===== src/hw/rtl/pulse_interval_bit_decoder_core_defines.svh =====
// ---------------------------------------------------------------------------
// pulse_interval_bit_decoder_core_defines.svh
// assertion macros used by the decoder core rtl, empty for synthesis
// ---------------------------------------------------------------------------
`ifndef PULSE_INTERVAL_BIT_DECODER_CORE_DEFINES_SVH
`define PULSE_INTERVAL_BIT_DECODER_CORE_DEFINES_SVH

`ifndef SYNTHESIS

// same-cycle implication, sampled on clk, off during reset
`define PIBD_ASSERT_NOW(lbl, ante, cons) \
  lbl: assert property (@(posedge clk) disable iff (!rst_n) (ante) |-> (cons)) \
    else $error("pibd assertion failed");

// next-cycle implication, sampled on clk, off during reset
`define PIBD_ASSERT_NEXT(lbl, ante, cons) \
  lbl: assert property (@(posedge clk) disable iff (!rst_n) (ante) |=> (cons)) \
    else $error("pibd assertion failed");

`else

`define PIBD_ASSERT_NOW(lbl, ante, cons)
`define PIBD_ASSERT_NEXT(lbl, ante, cons)

`endif

`endif


===== src/hw/rtl/pibd_pkg.sv =====
// ---------------------------------------------------------------------------
// pibd_pkg
// shared types and constants of the pulse interval bit decoder
// ---------------------------------------------------------------------------
`default_nettype none

package pibd_pkg;

  // register map, index of each register (byte address is 4 * index)
  localparam int unsigned NUM_REGS    = 5;
  localparam int unsigned PADDR_W     = 5;
  localparam logic [2:0] REG_SHORT_THR = 3'd0;
  localparam logic [2:0] REG_LONG_THR  = 3'd1;
  localparam logic [2:0] REG_GAP_SKIP  = 3'd2;
  localparam logic [2:0] REG_RESTART   = 3'd3;
  localparam logic [2:0] REG_BLOCK_LEN = 3'd4;

  localparam logic [15:0] RESTART_RST   = 16'd1;
  localparam logic [15:0] BLOCK_LEN_RST = 16'd1;

  // default depth of the queue between front and back
  localparam int unsigned QUEUE_DEPTH_DEFAULT = 2;

  // interval class
  typedef enum logic [1:0] {
    CLS_SHORT  = 2'd0,
    CLS_MEDIUM = 2'd1,
    CLS_LONG   = 2'd2
  } cls_t;

  // block sequencer modes
  typedef enum logic [3:0] {
    MODE_IDLE     = 4'b0001,
    MODE_GAP      = 4'b0010,
    MODE_WRITING  = 4'b0100,
    MODE_STOPPING = 4'b1000
  } mode_t;

  // one classified beat in the queue
  typedef struct packed {
    logic begin_op;
    cls_t cls;
  } q_item_t;

  // queue status seen by front and back
  typedef struct packed {
    logic full;
    logic empty;
  } q_status_t;

  // configuration register contents
  typedef struct packed {
    logic [15:0] short_threshold;
    logic [15:0] long_threshold;
    logic [15:0] gap_skip_pulses;
    logic [15:0] restart_short_run;
    logic [15:0] block_length;
  } cfg_t;

endpackage

`default_nettype wire


===== src/hw/rtl/pibd_regs.sv =====
// ---------------------------------------------------------------------------
// pibd_regs
// apb configuration registers of the decoder
// ---------------------------------------------------------------------------
`default_nettype none

module pibd_regs
  import pibd_pkg::*;
(
  input  logic               clk,
  input  logic               rst_n,
  input  logic               psel,
  input  logic               penable,
  input  logic               pwrite,
  input  logic [PADDR_W-1:0] paddr,
  input  logic [31:0]        pwdata,
  output logic [31:0]        prdata,
  output logic               pready,
  output cfg_t               cfg
);

  cfg_t       cfg_r;
  logic       wr_en;
  logic [2:0] reg_idx;

  assign pready  = 1'b1;
  assign wr_en   = psel && penable && pwrite;
  assign reg_idx = paddr[PADDR_W-1:2];
  assign cfg     = cfg_r;

  // register writes
  always_ff @(posedge clk) begin
    if (!rst_n) begin
      cfg_r.short_threshold   <= '0;
      cfg_r.long_threshold    <= '0;
      cfg_r.gap_skip_pulses   <= '0;
      cfg_r.restart_short_run <= RESTART_RST;
      cfg_r.block_length      <= BLOCK_LEN_RST;
    end else if (wr_en) begin
      unique case (reg_idx)
        REG_SHORT_THR: cfg_r.short_threshold   <= pwdata[15:0];
        REG_LONG_THR:  cfg_r.long_threshold    <= pwdata[15:0];
        REG_GAP_SKIP:  cfg_r.gap_skip_pulses   <= pwdata[15:0];
        REG_RESTART:   cfg_r.restart_short_run <= pwdata[15:0];
        REG_BLOCK_LEN: cfg_r.block_length      <= pwdata[15:0];
        default: ;
      endcase
    end
  end

  // read mux
  always_comb begin
    unique case (reg_idx)
      REG_SHORT_THR: prdata = {16'd0, cfg_r.short_threshold};
      REG_LONG_THR:  prdata = {16'd0, cfg_r.long_threshold};
      REG_GAP_SKIP:  prdata = {16'd0, cfg_r.gap_skip_pulses};
      REG_RESTART:   prdata = {16'd0, cfg_r.restart_short_run};
      REG_BLOCK_LEN: prdata = {16'd0, cfg_r.block_length};
      default:       prdata = 32'd0;
    endcase
  end

endmodule

`default_nettype wire


===== src/hw/rtl/pibd_front.sv =====
// ---------------------------------------------------------------------------
// pibd_front
// accepts capture beats, forms the interval and sorts it into a class
// ---------------------------------------------------------------------------
`default_nettype none

module pibd_front
  import pibd_pkg::*;
(
  input  logic        clk,
  input  logic        rst_n,
  input  logic        in_valid,
  output logic        in_ready,
  input  logic        in_op,
  input  logic [15:0] in_capture_time,
  input  cfg_t        cfg,
  input  q_status_t   q_status,
  output logic        q_push,
  output q_item_t     q_item
);

  logic [15:0] last_capture_r;
  logic [15:0] interval;
  logic        accept;

  assign in_ready = !q_status.full;
  assign accept   = in_valid && in_ready;
  assign q_push   = accept;

  // interval modulo 2^16
  assign interval = in_capture_time - last_capture_r;

  // classify, short tested first
  always_comb begin
    q_item.begin_op = in_op;
    if (interval < cfg.short_threshold) begin
      q_item.cls = CLS_SHORT;
    end else if (interval < cfg.long_threshold) begin
      q_item.cls = CLS_MEDIUM;
    end else begin
      q_item.cls = CLS_LONG;
    end
  end

  // previous capture, updated by every pulse beat
  always_ff @(posedge clk) begin
    if (!rst_n) begin
      last_capture_r <= '0;
    end else if (accept && !in_op) begin
      last_capture_r <= in_capture_time;
    end
  end

endmodule

`default_nettype wire


===== src/hw/rtl/pibd_queue.sv =====
// ---------------------------------------------------------------------------
// pibd_queue
// small fifo of classified beats between front and back
// ---------------------------------------------------------------------------
`default_nettype none

module pibd_queue
  import pibd_pkg::*;
#(
  parameter int unsigned DEPTH = QUEUE_DEPTH_DEFAULT
) (
  input  logic      clk,
  input  logic      rst_n,
  input  logic      push,
  input  q_item_t   push_item,
  input  logic      pop,
  output q_item_t   head,
  output q_status_t status
);

  localparam int unsigned PTR_W = (DEPTH > 1) ? $clog2(DEPTH) : 1;
  localparam int unsigned CNT_W = $clog2(DEPTH + 1);

  q_item_t            mem_r [DEPTH];
  logic [PTR_W-1:0]   wr_ptr_r;
  logic [PTR_W-1:0]   rd_ptr_r;
  logic [CNT_W-1:0]   count_r;

  assign status.full  = (count_r == CNT_W'(DEPTH));
  assign status.empty = (count_r == '0);
  assign head         = mem_r[rd_ptr_r];

  // entry storage
  always_ff @(posedge clk) begin
    if (push) begin
      mem_r[wr_ptr_r] <= push_item;
    end
  end

  // pointers and fill count
  always_ff @(posedge clk) begin
    if (!rst_n) begin
      wr_ptr_r <= '0;
      rd_ptr_r <= '0;
      count_r  <= '0;
    end else begin
      if (push) begin
        wr_ptr_r <= (wr_ptr_r == PTR_W'(DEPTH - 1)) ? '0 : wr_ptr_r + 1'b1;
      end
      if (pop) begin
        rd_ptr_r <= (rd_ptr_r == PTR_W'(DEPTH - 1)) ? '0 : rd_ptr_r + 1'b1;
      end
      case ({push, pop})
        2'b10:   count_r <= count_r + 1'b1;
        2'b01:   count_r <= count_r - 1'b1;
        default: count_r <= count_r;
      endcase
    end
  end

endmodule

`default_nettype wire


===== src/hw/rtl/pibd_back.sv =====
// ---------------------------------------------------------------------------
// pibd_back
// block sequencer: gap, writing and stopping modes, bit packing, result beat
// ---------------------------------------------------------------------------
`default_nettype none

module pibd_back
  import pibd_pkg::*;
(
  input  logic        clk,
  input  logic        rst_n,
  input  cfg_t        cfg,
  input  q_item_t     head,
  input  q_status_t   q_status,
  output logic        pop,
  output logic        out_valid,
  input  logic        out_ready,
  output logic [7:0]  out_data_byte,
  output logic [15:0] out_byte_pos,
  output logic        out_block_end
);

  mode_t       mode_r, mode_nxt;
  logic        carrier_r, carrier_nxt;
  logic [15:0] pulse_cnt_r, pulse_cnt_nxt;
  logic [2:0]  bit_cnt_r, bit_cnt_nxt;
  logic [7:0]  shift_r, shift_nxt;
  logic [15:0] byte_cnt_r, byte_cnt_nxt;

  logic        out_valid_r;
  logic [7:0]  out_byte_r;
  logic [15:0] out_index_r;
  logic        out_end_r;

  logic        adv;
  logic        emit;
  logic [7:0]  emit_byte;
  logic        emit_end;

  assign adv            = !out_valid_r || out_ready;
  assign pop            = !q_status.empty && adv;
  assign out_valid      = out_valid_r;
  assign out_data_byte  = out_byte_r;
  assign out_byte_pos   = out_index_r;
  assign out_block_end  = out_end_r;

  // next state for the head beat
  always_comb begin
    logic [1:0]  n_bits;
    logic        b0, b1;
    logic [7:0]  sb1;
    logic [2:0]  bc1;
    logic        done1, end1;
    logic [15:0] bytes_inc;
    logic [15:0] pc_stop;

    mode_nxt      = mode_r;
    carrier_nxt   = carrier_r;
    pulse_cnt_nxt = pulse_cnt_r;
    bit_cnt_nxt   = bit_cnt_r;
    shift_nxt     = shift_r;
    byte_cnt_nxt  = byte_cnt_r;
    emit          = 1'b0;
    emit_byte     = shift_r;
    emit_end      = 1'b0;
    n_bits        = 2'd0;
    b0            = 1'b0;
    b1            = 1'b0;
    sb1           = shift_r;
    bc1           = bit_cnt_r;
    done1         = 1'b0;
    end1          = 1'b0;
    bytes_inc     = byte_cnt_r + 16'd1;
    pc_stop       = '0;

    if (head.begin_op) begin
      mode_nxt      = MODE_GAP;
      pulse_cnt_nxt = '0;
      byte_cnt_nxt  = '0;
    end else begin
      unique case (mode_r)
        MODE_IDLE: ;
        MODE_GAP: begin
          if (pulse_cnt_r < cfg.gap_skip_pulses) begin
            pulse_cnt_nxt = pulse_cnt_r + 16'd1;
          end else if (head.cls != CLS_SHORT) begin
            carrier_nxt = 1'b0;
            bit_cnt_nxt = '0;
            mode_nxt    = MODE_WRITING;
          end
        end
        MODE_WRITING: begin
          // decode table: carrier and class give bits and new carrier
          if (carrier_r) begin
            case (head.cls)
              CLS_SHORT:  begin n_bits = 2'd1; b0 = 1'b0; carrier_nxt = 1'b1; end
              CLS_MEDIUM: begin n_bits = 2'd1; b0 = 1'b1; carrier_nxt = 1'b0; end
              default:    begin n_bits = 2'd0; carrier_nxt = 1'b1; end
            endcase
          end else begin
            if (head.cls == CLS_SHORT) begin
              n_bits      = 2'd1;
              b0          = 1'b1;
              carrier_nxt = 1'b0;
            end else begin
              n_bits      = 2'd2;
              b0          = 1'b0;
              b1          = (head.cls != CLS_MEDIUM);
              carrier_nxt = (head.cls == CLS_MEDIUM);
            end
          end
          // first bit
          if (n_bits != 2'd0) begin
            sb1   = {b0, shift_r[7:1]};
            bc1   = bit_cnt_r + 3'd1;
            done1 = (bc1 == 3'd0);
            end1  = done1 && (bytes_inc >= cfg.block_length);
            shift_nxt   = sb1;
            bit_cnt_nxt = bc1;
            if (done1) begin
              emit         = 1'b1;
              emit_byte    = sb1;
              emit_end     = end1;
              byte_cnt_nxt = bytes_inc;
              if (end1) begin
                mode_nxt      = MODE_STOPPING;
                pulse_cnt_nxt = '0;
              end
            end
          end
          // second bit, dropped once the block has ended
          if (n_bits == 2'd2 && !end1) begin
            shift_nxt   = {b1, sb1[7:1]};
            bit_cnt_nxt = bc1 + 3'd1;
            if (bc1 == 3'd7) begin
              emit         = 1'b1;
              emit_byte    = {b1, sb1[7:1]};
              emit_end     = (bytes_inc >= cfg.block_length);
              byte_cnt_nxt = bytes_inc;
              if (bytes_inc >= cfg.block_length) begin
                mode_nxt      = MODE_STOPPING;
                pulse_cnt_nxt = '0;
              end
            end
          end
        end
        MODE_STOPPING: begin
          // saturating run of short pulses
          if (head.cls == CLS_SHORT) begin
            pc_stop = (pulse_cnt_r == 16'hFFFF) ? pulse_cnt_r : pulse_cnt_r + 16'd1;
          end else begin
            pc_stop = '0;
          end
          if (pc_stop >= cfg.restart_short_run) begin
            mode_nxt      = MODE_GAP;
            pulse_cnt_nxt = '0;
            byte_cnt_nxt  = '0;
          end else begin
            pulse_cnt_nxt = pc_stop;
          end
        end
        default: ;
      endcase
    end
  end

  // sequencer state
  always_ff @(posedge clk) begin
    if (!rst_n) begin
      mode_r      <= MODE_IDLE;
      carrier_r   <= 1'b0;
      pulse_cnt_r <= '0;
      bit_cnt_r   <= '0;
      shift_r     <= '0;
      byte_cnt_r  <= '0;
    end else if (pop) begin
      mode_r      <= mode_nxt;
      carrier_r   <= carrier_nxt;
      pulse_cnt_r <= pulse_cnt_nxt;
      bit_cnt_r   <= bit_cnt_nxt;
      shift_r     <= shift_nxt;
      byte_cnt_r  <= byte_cnt_nxt;
    end
  end

  // result register, reloads whenever the previous beat is gone
  always_ff @(posedge clk) begin
    if (!rst_n) begin
      out_valid_r <= 1'b0;
    end else if (adv) begin
      out_valid_r <= pop && emit;
    end
  end

  always_ff @(posedge clk) begin
    if (pop && emit) begin
      out_byte_r  <= emit_byte;
      out_index_r <= byte_cnt_r;
      out_end_r   <= emit_end;
    end
  end

endmodule

`default_nettype wire


===== src/hw/rtl/pulse_interval_bit_decoder_core.sv =====
// ---------------------------------------------------------------------------
// pulse_interval_bit_decoder_core
// decodes write pulse capture times into bytes of a block
//
//   channel   dir  handshake          payload
//   in_       in   in_valid/in_ready  in_op, in_capture_time
//   out_      out  out_valid/out_ready out_data_byte, out_byte_pos, out_block_end
//   config    in   apb psel/penable   paddr[4:0], pwdata, prdata
//
// one beat a cycle sustained while out_ready holds: the front classifies in its
// accept cycle, the back handles one queued beat a cycle and loads the result
// register, and out_valid comes from that register, loaded on a pop of the queue
// a stalled out_ready fills the queue (default two entries) before in_ready drops
// rst_n is synchronous; no clearing pass is needed after reset
// ---------------------------------------------------------------------------
`default_nettype none
`include "pulse_interval_bit_decoder_core_defines.svh"

module pulse_interval_bit_decoder_core
  import pibd_pkg::*;
#(
  parameter int unsigned QUEUE_DEPTH = QUEUE_DEPTH_DEFAULT
) (
  input  logic               clk,
  input  logic               rst_n,
  input  logic               in_valid,
  output logic               in_ready,
  input  logic               in_op,
  input  logic [15:0]        in_capture_time,
  output logic               out_valid,
  input  logic               out_ready,
  output logic [7:0]         out_data_byte,
  output logic [15:0]        out_byte_pos,
  output logic               out_block_end,
  input  logic               psel,
  input  logic               penable,
  input  logic               pwrite,
  input  logic [PADDR_W-1:0] paddr,
  input  logic [31:0]        pwdata,
  output logic [31:0]        prdata,
  output logic               pready
);

  cfg_t      cfg;
  q_status_t q_status;
  q_item_t   q_in_item;
  q_item_t   q_head;
  logic      q_push;
  logic      q_pop;

  // configuration registers
  pibd_regs u_regs (
    .clk     (clk),
    .rst_n   (rst_n),
    .psel    (psel),
    .penable (penable),
    .pwrite  (pwrite),
    .paddr   (paddr),
    .pwdata  (pwdata),
    .prdata  (prdata),
    .pready  (pready),
    .cfg     (cfg)
  );

  // front: interval and class
  pibd_front u_front (
    .clk             (clk),
    .rst_n           (rst_n),
    .in_valid        (in_valid),
    .in_ready        (in_ready),
    .in_op           (in_op),
    .in_capture_time (in_capture_time),
    .cfg             (cfg),
    .q_status        (q_status),
    .q_push          (q_push),
    .q_item          (q_in_item)
  );

  // queue between front and back
  pibd_queue #(
    .DEPTH (QUEUE_DEPTH)
  ) u_queue (
    .clk       (clk),
    .rst_n     (rst_n),
    .push      (q_push),
    .push_item (q_in_item),
    .pop       (q_pop),
    .head      (q_head),
    .status    (q_status)
  );

  // back: block sequencer and result register
  pibd_back u_back (
    .clk            (clk),
    .rst_n          (rst_n),
    .cfg            (cfg),
    .head           (q_head),
    .q_status       (q_status),
    .pop            (q_pop),
    .out_valid      (out_valid),
    .out_ready      (out_ready),
    .out_data_byte  (out_data_byte),
    .out_byte_pos   (out_byte_pos),
    .out_block_end  (out_block_end)
  );

  // checks
  `PIBD_ASSERT_NOW(a_queue_state, 1'b1, !(q_status.full && q_status.empty))
  `PIBD_ASSERT_NOW(a_pop_has_entry, q_pop, !q_status.empty)
  `PIBD_ASSERT_NEXT(a_result_from_pop, !out_valid, !out_valid || $past(q_pop))

endmodule

`default_nettype wire


===== config.mk =====
export PLATFORM = sky130hd
export DESIGN_NAME = pulse_interval_bit_decoder_core
export DESIGN_NICKNAME = d
export VERILOG_FILES = /design/src/hw/rtl/pibd_pkg.sv /design/src/hw/rtl/pibd_regs.sv /design/src/hw/rtl/pibd_front.sv /design/src/hw/rtl/pibd_queue.sv /design/src/hw/rtl/pibd_back.sv /design/src/hw/rtl/pulse_interval_bit_decoder_core.sv
export VERILOG_INCLUDE_DIRS = /design/src /design/src/hw/rtl
export SDC_FILE = /design/constraint.sdc
export NUM_CORES = 1
export LEC_CHECK = 0
export ABC_CLOCK_PERIOD_IN_PS = 3500
export BUFFER_PORTS_ARGS = -buffer_cell sky130_fd_sc_hd__clkbuf_2
export CORE_MARGIN = 2
export CORE_UTILIZATION = 50
export CTS_CLUSTER_DIAMETER = 200
export CTS_CLUSTER_SIZE = 10
export DETAILED_ROUTE_END_ITERATION = 12
export GPL_TIMING_DRIVEN = 0
export PLACE_DENSITY = 0.69
export SLEW_MARGIN = 20
export SYNTH_ARGS = -nofsm -noshare
export SYNTH_HDL_FRONTEND = slang
export SYNTH_SLANG_ARGS = --single-unit

===== constraint.sdc =====
create_clock -name clk -period 3.5 [get_ports clk]
set_input_delay 0.35 -clock clk [delete_from_list [all_inputs] [get_ports clk]]
set_output_delay 0.35 -clock clk [all_outputs]
set_load 0.05 [all_outputs]

; Word-level counts from Yosys, hierarchy flattened
; Memory sizes are Yosys's and may differ from the RTL's. A register that Yosys moved wholly into a read port is not among the register bits.
; Cells that the tools add are included.
[classes]
n_shift = 0
mul = 0
n_mux = 86
reduce_logical = 38
div = 0
addsub = 9
eq_ne = 21
order_cmp = 5
n_bitwise = 2
[op_table]
columns = op, n
row1 = $mux 16, 19
row2 = $pmux 16 s5, 1
row3 = $mux 8, 8
row4 = $lt 16x16->1, 3
row5 = $pmux 16 s3, 1
row6 = $mux 4, 10
row7 = $add 16x1->16 const B, 2
row8 = $ge 16x16->1, 2
row9 = $pmux 16 s2, 1
row10 = $mux 1, 30
row11 = $mux 3, 6
row12 = $eq 16x16->1 const B, 1
row13 = $sub 16x16->16, 1
row14 = $mux 2, 6
row15 = $pmux 4 s3, 1
row16 = $reduce_and 2->1, 5
row17 = $reduce_and 5->1, 2
row18 = $reduce_bool 2->1, 5
row19 = $ne 3x2->1 const B, 3
row20 = $reduce_and 3->1, 3
row21 = $logic_and 1x1->1, 8
row22 = $add 3x1->3 const B, 2
row23 = $eq 2x2->1 const B, 3
row24 = $eq 3x2->1 const B, 2
row25 = 24 further kinds, 36
[word_totals]
ff_bits = 174
out_inout_bits = 60
n_memories = 1
ram_bits = 6
word_cells = 182
latchBits = 0
mem_bits_ro = 0
[memory_table]
columns = memory, depth, word_bits, rd, rd_ports_with_merged_regs, wr, line
row1 = u_queue.mem_r, 2, 3, 1, 1, 1, pibd_queue.sv:24  ; q_item_t mem_r [DEPTH];

; Logic depth before layout (Yosys ltp)
[logic_depth]
word_depth = 16
ltp_mapped = 17
mapped_depth_nobuf = 17

; Modules after synthesis
; A second synthesis with hierarchy kept.
[hier_totals]
cells_unflattened = 1319
hier_area_um2 = 11785.1
[modules_own_cells]
columns = module, cells_per_inst, instances, seq_area_each_um2, area_each_um2
row1 = pibd_back, 615, 1, 1731.7, 5449.0
row2 = pibd_regs, 383, 1, 1601.5, 3766.1
row3 = pibd_front, 290, 1, 320.3, 2139.6
row4 = pibd_queue, 31, 1, 280.3, 430.4

; Least setup slack after synthesis
; OpenSTA, ideal clock, no wires.
[synth_path]
path_kind = reg-to-reg
from = register u_back.byte_cnt_r[2]
to = register u_back.out_byte_r[7] (netlist: u_back.out_data_byte[7]), data pin
setup_time_ns = 0.254
period_less_slack_ns = 3.742
stages_incl_launch_ff = 15
arrival_ns = 3.488
setup_slack_ns = -0.242
n_path_buf = 0
cell_sequence = dfxtp_1 > nand3_1 > or4_1 > nor2_1 > and3_1 > xor2_1 > ha_1 > a2111oi_0 > o21ai_0 > o2111ai_1 > o21ai_1 > a211oi_2 > nand3_1 > a2bb2oi_1 > nor2_1
[synth_via]
elab_chain_len = 11
[synth_lines]
columns = item, line
row1 = from (decl), pibd_back.sv:28  ; logic [15:0] byte_cnt_r, byte_cnt_nxt;
row2 = from (signal assigned), pibd_back.sv:182  ; byte_cnt_r <= byte_cnt_nxt;
row3 = $add 16x1->16, pibd_back.sv:73  ; bytes_inc = byte_cnt_r + 16'd1;
row4 = $ge 16x16->1, pibd_back.sv:117  ; end1 = done1 && (bytes_inc >= cfg.block_length);
row5 = $logic_and 1x1->1, pibd_back.sv:117
row6 = $mux 1, pibd_back.sv:113  ; if (n_bits != 2'd0) begin
row7 = $mux 1, pibd_back.sv:81  ; unique case (mode_r)
row8 = $mux 1, pibd_back.sv:76  ; if (head.begin_op) begin
row9 = $logic_not 1->1, pibd_back.sv:132  ; if (n_bits == 2'd2 && !end1) begin
row10 = $logic_and 1x1->1, pibd_back.sv:132
row11 = $mux 8, pibd_back.sv:132
row12 = $mux 8, pibd_back.sv:81
row13 = $mux 8, pibd_back.sv:76
row14 = net u_back.emit_byte[7], pibd_back.sv:37  ; logic [7:0] emit_byte;
row15 = to (signal assigned), pibd_back.sv:197  ; out_byte_r <= emit_byte;
row16 = to (decl), pibd_back.sv:31  ; logic [7:0] out_byte_r;
; The timed path passes the listed nets, and every way through them passes these cells. The select of a mux whose other input is x is not followed.
; A chain may end at the register's enable or synchronous reset.

; Final worst setup path
[layout_path]
from = register u_back.byte_cnt_r[6]
to = register u_back.out_byte_r[7] (netlist: u_back.out_data_byte[7]), data pin
; Same word-level chain as after synthesis.

==> results.cfg <==
[place]
postPlaceCellArea_um2 = 12200
numPortBuffers = 85
dp_cells = 1787
gp_congestion = 1.01
dp_hpwl_mm = 24.7

[detailed_routing]
drt.antenna.violating_nets = 0
drc = 0
vias = 10635
drtIter0Drc = 889
vias_per_cell = 5.73
wl_per_cell_um = 18.4
drtPass1Iterations = 6
routed_wl_mm = 34.2

[worst_hold_path]
hp-class = in2reg

[grt]
grt_max_degree = 35
grt_pass1_wl_mm = 51.8
grtUsageTotal_pct = 27.6
antenna_found_initial = 0
overflow = 0
grt_pass1_vias = 9745

[critical_path]
slowest_delay_ps = 540
worstSetupPathType = reg2reg
critical_path_buf_inv_count = 1
slowest_stage = or4_4
crit_chain = nand2_4, or4_4, nor2_4, and3_4, xor2_4, ha_4, a2111oi_4, o21ai_1, o2111ai_2, o21ai_4, a211oi_4, buf_6, nand3_4, a2bb2oi_2, nor2_1
critPathArrivalTime_ps = 3680
path_delay_family = simple AND/OR/NAND/NOR gates
path_max_fanout = 7
cp-end-kind = flop
start_kind = flop
worstPathRequired_ps = 3690

[layout]
multi_input_area_um2 = 7380
stdcell_count = 1857
syn2layout_area_growth_pct = 22.7
drive_gt1_share_pct = 21.6
fillers = 1952
register_area_um2 = 4000
nets = 1720
post-route-util_pct = 62.1
diodes = 0
final_area_um2 = 14000

[outcome]
status = completed

[synth]
synth_cells = 1402
synth.largest_area_cell = dfxtp_1
synth_cell_types = 72
avgSynthCellArea_um2 = 8.12
ys_async_sr_fraction_pct = 0
synthTopCellsByArea = dfxtp_1 26%, ha_1 11%, nand2_1 8.5%
synthFlopType = dfxtp_1
synth_top_cell_area_share_pct = 26.4
yosysSeqAreaShare_pct = 34.6
yosys_warnings = 0
synth_area_um2 = 11400
synth_edf_count = 31
ys_ff_latch = 181

[pwr]
power.leakage_nw = 5.17
ir_drop_uv = 287
p_per_area_nw_per_um2 = 407
total_power_w = 0.00568

[sta]
min_period_over_period_pct = 99.8
relSlewSlack_pct = 25.2
final_hold_viol_count = 0
timing.fmax_mhz = 286
grt_setup_unrepaired = true
setup_viol = 0
final.min_clock_period_ps = 3490
final.setup_skew_ps = 23.3
maxSlewViolCount = 0
tightest_slew_ps = 1110

[floorplan]
initial_core_util_pct = 50.6
core_um2 = 22500
fp.dieW_um = 155
dieArea_um2 = 24000
fp-row-count = 55
die_h_um = 155
io_pins = 121

[clocking]
clk-insertion-delay-late_ps = 450
clock_sinks = 181
cts_hold_buf = 0
ctsHtreeMaxLevel = 4
clkTransAtPathRegs_ps = 80
cts_buffers = 17
clockBufferDepth = 2
tritoncts = done
ctsRootBufferMaster = clkbuf_16

[flow_run]
maxCapViolCount = 0
==> final timing paths <==
| path | cells past startpoint | slack [ps] | start | to |
|---|---|---|---|---|
| worst max-delay path | 15 | 8 | u_back.byte_cnt_r[6]$_SDFFE_PN0P_ | u_back.out_data_byte[7]$_DFFE_PP_ |
| worst min-delay path | 3 | 150 | in_capture_time[14] | u_front.last_capture_r[14]$_SDFFE_PN0P_ |
| worst min register to register | 2 | 460 | u_front.last_capture_r[13]$_SDFFE_PN0P_ | u_front.last_capture_r[13]$_SDFFE_PN0P_ |
| worst max register to register | 15 | 8 | u_back.byte_cnt_r[6]$_SDFFE_PN0P_ | u_back.out_data_byte[7]$_DFFE_PP_ |
==> repair_timing <==
item	CTS	global route
cloned	0	3
pin swaps	19	56
endpoints found under the setup margin	85	83
gates resized for setup	76	120
buffers inserted	12	27
==> cells in the mapped netlist (all sizes together), types with 3 or more instances <==
cell type	n
ha	99
inv	110
or4	5
o21bai	3
buf	31
nor4b	4
xnor2	23
xor2	25
nand2	258
nor2b	8
a21o	15
a2111oi	4
a31oi	13
edfxtp	31
nand2b	7
nor2	80
o21a	9
o22ai	29
a311oi	6
or2	3
mux2	3
nand3b	10
a211oi	5
a22oi	36
nand3	25
a21boi	97
and2	7
o21ai	80
o211ai	6
and3	8
a21oi	84
dfxtp	150
mux2i	10
nor3	10
o2bb2ai	10
or3	4
a221o	3
nand4	12
clkbuf	53
==> cells in the final DEF, fill, tap and decap left out, types with 9 or more instances in the layout <==
cell type / instances
a21boi_0: 92
a21o_1: 14
a21oi_1: 64
a21oi_2: 16
a22oi_1: 36
a31oi_1: 10
buf_4: 54
clkbuf_1: 47
clkbuf_16: 19
clkbuf_2: 86
conb_1: 17
dfxtp_1: 127
dfxtp_2: 9
dfxtp_4: 14
edfxtp_1: 31
ha_1: 91
inv_1: 108
mux2i_1: 10
nand2_1: 252
nand3_1: 19
nand3b_1: 10
nand4_1: 12
nor2_1: 70
o21ai_0: 67
o22ai_1: 22
o2bb2ai_2: 10
xnor2_1: 19
xor2_1: 20
==> worst min-delay path, stage by stage <==
cell	delay [ps]
clkbuf_2	100
nand2_1	50
a21boi_0	60
==> logic make-up (layout without fill, tap and decap cells) <==
group | after synthesis | in the layout | synth area share, %
and+or+nand+nor | 447 | 447 | 17.5
AOI/OAI and AO/OA | 417 | 417 | 24.8
buffers and inverters | 194 | 349 | 7.19
DFF | 181 | 181 | 34.6
adders and majority gates | 100 | 100 | 11.1
xor gates and xnor gates | 48 | 48 | 3.69
muxes | 13 | 13 | 1.18
other | 2 | 17 | 0.0660
==> flip-flops by register name, summed over array words and instances, names as in the netlist, 6 cells and up, named ones only <==
signal	flops
u_front.last_capture_r	16
u_back.out_byte_pos	16
u_queue.mem_r	6
u_regs.cfg	80
u_back.out_data_byte	8
u_back.shift_r	8
u_back.byte_cnt_r	16
u_back.pulse_cnt_r	16
==> per-layer routing <==
layer	part of all wire, %	up-vias	track usage (%)
met5	0	-	0
met2	46	404	44.5
met4	4.2	0	12.9
met1	43	4949	36.3
li1	-	5196	-
met3	6.6	86	4.32
==> where the power goes <==
| group | total [W] | switching, W | internal (W) |
|---|---|---|---|
| combinational | 0.00150 | 0.000920 | 0.000583 |
| sequential | 0.00224 | 0.0000625 | 0.00218 |
| clock | 0.00194 | 0.000980 | 0.000959 |
| total | 0.00568 | 0.00196 | 0.00372 |
==> stage by stage <==
stage / setup TNS [ps] / hold WS [ps] / setup slack (ps)
2_1_floorplan: 0 / 436 / 33.4
3_3_place_gp: -32550 / 447 / -823
3_5_place_dp: -33790 / 455 / -836
4_1_cts: -1.80 / 129 / -1.80
5_1_grt: -996 / 154 / -90.5
6_report: 0 / 151 / 7.76
==> final cells by class <==
type / instances / share of cell area [%]
Multi-Input combinational cell: 1042 / 52.8
Sequential cell: 181 / 28.6
Timing Repair Buffer: 127 / 5.72
Buffer: 80 / 3.22
Clock buffer: 17 / 3.04
Inverter: 110 / 2.96
Tap cell: 285 / 2.55
Clock inverter: 15 / 1.10
Power figures use the tool's default switching activity.
